## src/hw/rtl/pip_pkg.sv

```systemverilog
`timescale 1ns / 1ps
// -----------------------------------------------------------------------------
// pip_pkg
// Shared types and constants of the point-in-polygon test core.
// -----------------------------------------------------------------------------
package pip_pkg;

   localparam int COORD_W      = 32;
   localparam int DIFF_W       = COORD_W + 1;
   localparam int PROD_W       = 2 * DIFF_W;
   localparam int TAG_W        = 16;
   localparam int FUNC_W       = 2;
   localparam int STATUS_W     = 2;
   localparam int STORED_W     = 5;
   localparam int MIN_VERTICES = 3;

   localparam int CSR_ADDR_W = 2;
   localparam int CSR_DATA_W = 32;
   localparam logic [CSR_ADDR_W-1:0] CSR_ADDR_TAG = 2'd0;

   localparam logic [FUNC_W-1:0] FUNC_CLEAR  = 2'd0;
   localparam logic [FUNC_W-1:0] FUNC_APPEND = 2'd1;
   localparam logic [FUNC_W-1:0] FUNC_QUERY  = 2'd2;

   localparam logic [STATUS_W-1:0] ST_OK       = 2'd0;
   localparam logic [STATUS_W-1:0] ST_FULL     = 2'd1;
   localparam logic [STATUS_W-1:0] ST_FEW      = 2'd2;
   localparam logic [STATUS_W-1:0] ST_MISMATCH = 2'd3;

   typedef struct packed {
      logic [FUNC_W-1:0]         func;
      logic signed [COORD_W-1:0] coord_x;
      logic signed [COORD_W-1:0] coord_y;
      logic [TAG_W-1:0]          query_map_tag;
   } req_type;

   typedef struct packed {
      logic                  inside_res;
      logic [STATUS_W-1:0]   status;
      logic [STORED_W-1:0]   stored_vertices;
   } rsp_type;

   typedef struct packed {
      logic signed [COORD_W-1:0] x;
      logic signed [COORD_W-1:0] y;
   } vertex_type;

   typedef struct packed {
      logic vld;
      logic first;
      logic last;
   } edge_ctl_type;

   typedef struct packed {
      logic done;
      logic parity;
   } edge_res_type;

endpackage

```

## src/hw/rtl/pip_vertex_ram.sv

```systemverilog
`timescale 1ns / 1ps
// -----------------------------------------------------------------------------
// pip_vertex_ram
// Vertex store: one write port, one read port, registered read data.
// -----------------------------------------------------------------------------
module pip_vertex_ram
   import pip_pkg::*;
#(
   parameter int DEPTH = 16,
   parameter int AW    = 4
) (
   input  logic          clock,
   input  logic          wr_en,
   input  logic [AW-1:0] wr_addr,
   input  vertex_type    wr_data,
   input  logic [AW-1:0] rd_addr,
   output vertex_type    rd_data
);

   vertex_type mem [DEPTH];
   vertex_type rd_data_ff;

   always_ff @(posedge clock) begin
      if (wr_en) begin
         mem[wr_addr] <= wr_data;
      end
   end

   always_ff @(posedge clock) begin
      rd_data_ff <= mem[rd_addr];
   end

   assign rd_data = rd_data_ff;

endmodule

```

## config.mk

```make
export PLATFORM = sky130hd
export DESIGN_NAME = pip_vertex_ram
export DESIGN_NICKNAME = d
export VERILOG_FILES = /design/src/hw/rtl/pip_pkg.sv /design/src/hw/rtl/pip_vertex_ram.sv
export SDC_FILE = /design/constraint.sdc
export NUM_CORES = 1
export LEC_CHECK = 0
export BUFFER_PORTS_ARGS = -buffer_cell sky130_fd_sc_hd__clkbuf_2
export CORE_MARGIN = 3
export CORE_UTILIZATION = 24
export DETAILED_ROUTE_END_ITERATION = 6
export GPL_TIMING_DRIVEN = 0
export PLACE_DENSITY_LB_ADDON = 0.3
export SETUP_SLACK_MARGIN = 0.1
export SYNTH_ARGS = -nofsm -noshare
export SYNTH_HDL_FRONTEND = slang
export SYNTH_SLANG_ARGS = --single-unit
```

## constraint.sdc

```tcl
create_clock -name clock -period 7 [get_ports clock]
set_input_delay 0.35 -clock clock [delete_from_list [all_inputs] [get_ports clock]]
set_output_delay 0.35 -clock clock [all_outputs]
set_load 0.1 [all_outputs]
```

After elaboration in Yosys (flattened, before gate mapping)
Memory sizes are Yosys's and may differ from the RTL's. A register that Yosys moved wholly into a read port is not among the register bits.
Index checks and enable logic that the tools add are counted.
{ "totals": {"reg_bits": 0, "ramBits": 1024, "out_inout_bits": 64, "word_cells": 3, "n_memories": 1} }
{ "classes": {"mux": 2} }
{ "memory_table": {"columns": ["memory", "depth", "word_bits", "rd", "rd_ports_with_merged_regs", "write_ports", "line", "text"], "rows": [
  ["mem", 16, 64, 1, 1, 1, "pip_vertex_ram.sv:20", "vertex_type mem [DEPTH];"]
]} }
{ "ops": {"columns": ["cell", "count"], "rows": [
  ["2-to-1 mux 1 bit", 2]
]} }

Depth between registers and ports, before layout
Gate-level depths: netlist (run 1).
{ "logic_depth": {"depth_word": 2, "depth_mapped": 6} }

Worst setup path before layout (run 1)
Ideal clock, no wire load.
{ "synth_timing": {"path_type": "input -> register", "startpoint": "input wr_addr[2]", "endpoint": "memory mem[0][0] (netlist name) (enable)", "setup_ps": 565, "arrival_ps": 5213, "t_required_ps": 6435, "path_slack_ps": 1221, "stages": 2, "n_path_buf": 0, "cell_sequence": "or3b_2 -> nor3_1"} }
{ "synth_lines": {"columns": ["item", "line", "text"], "rows": [
  ["start, declared", "pip_vertex_ram.sv:14", "input logic [AW-1:0] wr_addr,"],
  ["end, declared", "pip_vertex_ram.sv:20", null]
]} }
No word-level cell before the write port.

Worst setup path after layout (run 1)
{ "layout_timing": {"startpoint": "input wr_addr[3]", "endpoint": "memory mem[4][53] (netlist name) (enable)"} }
No word-level cell before the write port.

==> results of run 1 <==
## cell usage in the layout, fill, tap and decap left out, drive strengths merged, types with 4 or more instances in the layout
| cell | instances |
|---|---|
| a22oi | 128 |
| buf | 124 |
| bufinv | 12 |
| clkbuf | 310 |
| clkinv | 38 |
| clkinvlp | 6 |
| dfxtp | 64 |
| diode | 5 |
| edfxtp | 1024 |
| mux4 | 256 |
| nand2 | 65 |
| nor2 | 13 |
| nor3 | 4 |
## final cells by class
class	count	share of cell area, %
Sequential cell	1088	66.9
Clock buffer	139	5.90
Timing Repair Buffer	213	4.09
Buffer	84	0.944
Antenna cell	5	0.0261
Clock inverter	59	1.38
Multi-Input combinational cell	475	15.1
Tap cell	2175	5.69
## power groups by stage
stage          Sequential [mW]  Clock, mW  Combinational [mW]
3_3_place_gp              7.49          0               0.975
5_1_grt                   7.34       6.16                1.06
3_5_place_dp              7.48          0                1.02
6_report                  7.33       5.73                1.00
2_1_floorplan             7.78          0               0.347
4_1_cts                   7.34       5.89                1.03
## metrics by stage
| step | hold slack, ns | worst slack, ns |
|---|---|---|
| 6_report | 0.0629 | 4.80 |
| 5_1_grt | 0.0377 | 4.71 |
| 4_1_cts | 0.00184 | 4.79 |
| 3_5_place_dp | 0.662 | 4.06 |
| 3_3_place_gp | 0.657 | -4.86 |
| 2_1_floorplan | 0.449 | 1.22 |
## critical path: cells and delay by family
family        cells  cell delay (ns)
simple gates      2             0.99
buf+inv           7             1.20
## cells in the mapped netlist, drive strengths merged
cell | count | area [um^2]
a22oi | 128 | 961
and2 | 1 | 6.26
buf | 48 | 317
clkbuf | 36 | 135
dfxtp | 64 | 1280
edfxtp | 1024 | 30700
mux4 | 256 | 5770
nand2 | 65 | 244
nand2b | 2 | 12.5
nand3 | 1 | 5.00
nand3b | 2 | 15.0
nor2 | 13 | 48.8
nor2b | 2 | 12.5
nor3 | 4 | 20.0
or3b | 1 | 8.76
## sequential cells by signal, summed over array words and instances (netlist names)
name / cells
mem: 1024
rd_data: 64
## layer usage
layer / vias up / part of all wire (%)
li1: 7719 / -
met1: 9878 / 41
met2: 567 / 50
met3: 147 / 6.7
met4: 10 / 2.2
met5: - / 0.071
## worst max path at each step
stage,end,cells after the start
2_1_floorplan,mem[0][0]$_DFFE_PP_,2
3_3_place_gp,mem[0][53]$_DFFE_PP_,3
3_5_place_dp,mem[4][49]$_DFFE_PP_,9
4_1_cts,mem[4][53]$_DFFE_PP_,9
5_1_grt,mem[4][53]$_DFFE_PP_,9
6_report,mem[4][53]$_DFFE_PP_,9
## timing repair
item | in CTS | in global routing
hold buffers | 2 | 0
setup buffers | 0 | 0
hold endpoints to repair | 18 | 0
## cells by family after synthesis
kind of cell	Yosys count	synth area share (%)
flip-flops	1088	80.9
multiplexers	256	14.6
AO/OA/AOI/OAI	128	2.43
AND/OR/NAND/NOR	91	0.942
buffers and inverters	84	1.14
==> results.json, run 1 <==
{
  "outcome": "finished clean",
  "startpoint_type": "input pin",
  "pwr-share-seq_pct": 52.1,
  "grt_start_max_net_pins": 23,
  "ant_nets": 0,
  "power_density_nw_per_um2": 294,
  "drive_above_1_share_pct": 32.8,
  "fp.coreArea_um2": 163000,
  "cts.sinks": 1088,
  "power_mw": 14.1,
  "cts-resized-gates": 0,
  "cp-end-kind": "flip-flop",
  "stdcell_count": 4238,
  "p_comb_share_pct": 7.1,
  "hold_start": "wr_data[42]",
  "first_pass_iters": 7,
  "initial_utilization_pct": 24.2,
  "rrSetupSlack_ns": 5.44,
  "final_core_util_pct": 29.3,
  "rsz0062_at_grt": "false",
  "critPathMostFrequentCell": "buf_6",
  "rr_startpoint": "mem[3][30]$_DFFE_PP_",
  "slowest_stage": "nor3_2",
  "num_rows": 148,
  "finalSetupViolCount": 0,
  "power.leakage_nw": 15.0,
  "crit_path_max_fanout": 8,
  "cp.arrival_ns": 2.58,
  "syn_area_um2": 39600,
  "die_h_um": 412,
  "io_pins": 138,
  "r2r-end": "rd_data[30]$_DFF_P_",
  "irDropWorstVdd_mv": 0.192,
  "timing.final.crit_share_pct": 31.4,
  "maxSlewHeadroom_pct": 31.8,
  "final_max_slew_viol_count": 0,
  "p_clk_share_pct": 40.8,
  "clockRootBuffer": "clkbuf_16",
  "min_to": "mem[5][42]$_DFFE_PP_",
  "grt_use_met2_pct": 19.7,
  "vias": 18321,
  "hold_viol": 0,
  "synth-seq-cells": 1088,
  "final-seq-area_um2": 32000,
  "fin_nets": 2042,
  "fmax_ghz": 0.455,
  "tightest_slew_ns": 1.02,
  "placed_cells": 4032,
  "slowest_delay_ns": 0.61,
  "cts_max_level": 3,
  "busiest_layer": "met2",
  "met1_usage_pct": 15.5,
  "yosysUniqueCellTypes": 18,
  "cp_cell_sequence": "clkbuf_2, nand3b_1, nor3_2, buf_6, buf_6, buf_6, buf_6, buf_8, buf_6",
  "fin_skew_ns": 0.0191,
  "overflow": 0,
  "grt_pass1_vias": 19731,
  "worstPathRequired_ns": 7.38,
  "hold_path_class": "input pin to flip-flop",
  "cap_violations": 0,
  "clk_pin_slew_ns": 0.06,
  "setup_tns_ns": 0,
  "p_sw_mw": 3.21,
  "multi_input_area_um2": 7210,
  "n_fill_cell": 15858,
  "synth.avg_cell_area_um2": 24.0,
  "yosysWarnings": 0,
  "p_int_mw": 10.9,
  "drt-initial-drc-count": 1862,
  "grt_pass1_wl_mm": 143,
  "cts_made_buffers": 106,
  "use_met3_pct": 2.58,
  "die_w_um": 412,
  "finalCriticalPeriod_ns": 2.20,
  "dpl_cell_area_um2": 44300,
  "clock_path_buffers": 3,
  "stdcell_area_um2": 47900,
  "synthCells": 1647,
  "die-area_um2": 170000,
  "place_congestion": 0.681,
  "syn_nets": 1721,
  "cp-startpoint": "wr_addr[3]",
  "portBuffers": 135,
  "grt_usage_pct": 11.8,
  "viasPerCell": 4.32,
  "antenna_found_initial": 20,
  "dp_hpwl_mm": 66.1,
  "hold_depth": 1,
  "r2r_cells": 3,
  "p_sw_share_pct": 22.8,
  "crit_type": "input pin to flip-flop",
  "routed_wl_mm": 101,
  "syn_to_final_growth_pct": 20.9,
  "drc": 0,
  "tritoncts": "built",
  "clock_latency_ns": 0.70,
  "wire_per_inst_um": 23.8,
  "yosysSeqAreaShare_pct": 80.9
}
(Power assumes the default switching activity.)
==> run 2: changes to the inputs <==
==> constraint.sdc (replaced) <==
create_clock -name clock -period 2.1 [get_ports clock]
set_input_delay 0.105 -clock clock [delete_from_list [all_inputs] [get_ports clock]]
set_output_delay 0.105 -clock clock [all_outputs]
set_load 0.1 [all_outputs]
==> run 2 against run 1 <==
  * Clock skew increased by 0.0098 ns
  * Die area unchanged
  * First-iteration DRC count decreased by 4.5%
  * Combinational power grew to 3.5 times the previous value
  * Worst setup slack worse by 4.7 ns
  * Critical path type unchanged
  * Hold slack gained 0.044 ns
  * Clock power grew to 3.5 times the previous value
  * Highest routed layer unchanged
  * Register-to-register slack got worse by 4.9 ns
==> results.json, run 2 (synthesis results as in run 1) <==
{
  "cts.sinks": 1088,
  "rsz0062_at_grt": "false",
  "initial_utilization_pct": 24.2,
  "tightest_slew_ns": 1.19,
  "clock_path_buffers": 3,
  "hold_depth": 4,
  "worstPathRequired_ns": 2.50,
  "antenna_found_initial": 20,
  "fin_nets": 2106,
  "largest_reg_flops": 1024,
  "post_cts_buffers": 0,
  "cp-end-kind": "flip-flop",
  "num_rows": 148,
  "clockRootBuffer": "clkbuf_16",
  "routed_wl_mm": 104,
  "vias": 18753,
  "overflow": 0,
  "clk_pin_slew_ns": 0.06,
  "fmax_ghz": 0.509,
  "top_register": "mem",
  "io_pins": 138,
  "final_cell_mix": "edfxtp_1 (1024), mux4_2 (256), clkbuf_2 (135)",
  "cp.arrival_ns": 2.36,
  "slowest_delay_ns": 0.82,
  "final_core_util_pct": 30.0,
  "slowest_stage": "nor3_4",
  "outcome": "finished clean",
  "r2r-end": "rd_data[31]$_DFF_P_",
  "r2r_cells": 3,
  "min_to": "mem[15][22]$_DFFE_PP_",
  "critPathMostFrequentCell": "buf_16",
  "hold_viol": 0,
  "final_common_cell": "edfxtp_1",
  "rr_startpoint": "mem[3][31]$_DFFE_PP_",
  "finalSetupViolCount": 0,
  "maxSlewHeadroom_pct": 20.5,
  "viasPerCell": 4.35,
  "die-area_um2": 170000,
  "grt_start_max_net_pins": 22,
  "drc": 0,
  "ant_nets": 0,
  "die_w_um": 412,
  "dp_hpwl_mm": 65.9,
  "wire_per_inst_um": 24.1,
  "cts_max_level": 3,
  "cap_violations": 0,
  "irDropWorstVdd_mv": 0.711,
  "drive_above_1_share_pct": 30.9,
  "syn_to_final_growth_pct": 23.6,
  "drt-initial-drc-count": 1778,
  "power_density_nw_per_um2": 980,
  "power_mw": 47.9,
  "finalCriticalPeriod_ns": 1.96,
  "clock_latency_ns": 0.70,
  "hold_path_class": "input pin to flip-flop",
  "power.leakage_nw": 15.5,
  "portBuffers": 135,
  "grt_pass1_vias": 20058,
  "crit_type": "input pin to flip-flop",
  "hold_start": "wr_addr[2]",
  "cp_cell_sequence": "clkbuf_2, dlygate4sd3_1, nor3_4, buf_16, buf_16, buf_16",
  "cts_made_buffers": 108,
  "grt_pass1_wl_mm": 149,
  "timing.final.crit_share_pct": 93.5,
  "grt_usage_pct": 12.2,
  "rrSetupSlack_ns": 0.58,
  "fp.coreArea_um2": 163000,
  "final_max_slew_viol_count": 0,
  "tritoncts": "built",
  "fin_skew_ns": 0.0289,
  "crit_path_max_fanout": 12,
  "startpoint_type": "input pin",
  "die_h_um": 412,
  "place_congestion": 0.686,
  "first_pass_iters": 5
}
-- run 2: timing repair --
action                                  4_1_cts  5_1_grt
gates resized for setup                       0        1
hold buffers                                 83        0
endpoints found under the setup margin        0       17
hold endpoints to repair                   1049        0
-- run 2: cell type report --
class	instances	area [um^2]
buffer	84	452
fill	15760	114000
tap	2175	2720
clock buffer	136	2880
sequential	1088	32000
multi-input combinational	475	7250
antenna	9	22.5
clock inverter	66	817
timing repair buffer	275	2770
-- run 2: how the worst max path moves through the flow --
stage                    start                    end
finish              wr_addr[0]   mem[8][52]$_DFFE_PP_
global route        wr_addr[3]  mem[13][56]$_DFFE_PP_
CTS                 wr_addr[1]  mem[12][12]$_DFFE_PP_
detailed placement  rd_addr[2]    rd_data[31]$_DFF_P_
global placement    wr_addr[0]  mem[10][52]$_DFFE_PP_
floorplan           wr_addr[2]    mem[0][0]$_DFFE_PP_
-- run 2: per-layer routing --
layer | vias to the layer above | share of wire [%] | GRT usage, %
met5 | - | 0.043 | 0
met2 | 562 | 49 | 20.3
met3 | 147 | 6.1 | 2.93
met4 | 6 | 2.3 | 3.10
met1 | 10153 | 42 | 16.0
li1 | 7885 | - | -
-- run 2: per-stage QoR --
stage / cells / setup slack (ns) / instance area (um^2) / setup TNS (ns) / hold WS [ns]
CTS: 4299 / 0.139 / 48900 / 0 / 0.0277
global placement: 3957 / -3.14 / 43100 / -2672.02 / 0.476
detailed placement: 4014 / -0.507 / 44400 / -92.04 / 0.515
global route: 4301 / 0.103 / 48900 / 0 / 0.0766
floorplan: 1647 / -0.473 / 39700 / -303.85 / 0.204
finish: 4308 / 0.137 / 48900 / 0 / 0.107
-- run 2: worst max-delay path, delay by kind of cell --
kind	cells	cell delay, ns
buffers and inverters	5	1.39
AND/OR/NAND/NOR	1	0.82
-- run 2: report_power, final --
| part | internal [mW] | switching, mW | total (mW) |
|---|---|---|---|
| clock network | 11.9 | 8.07 | 20.0 |
| registers | 24.3 | 0.161 | 24.4 |
| logic | 1.02 | 2.49 | 3.51 |
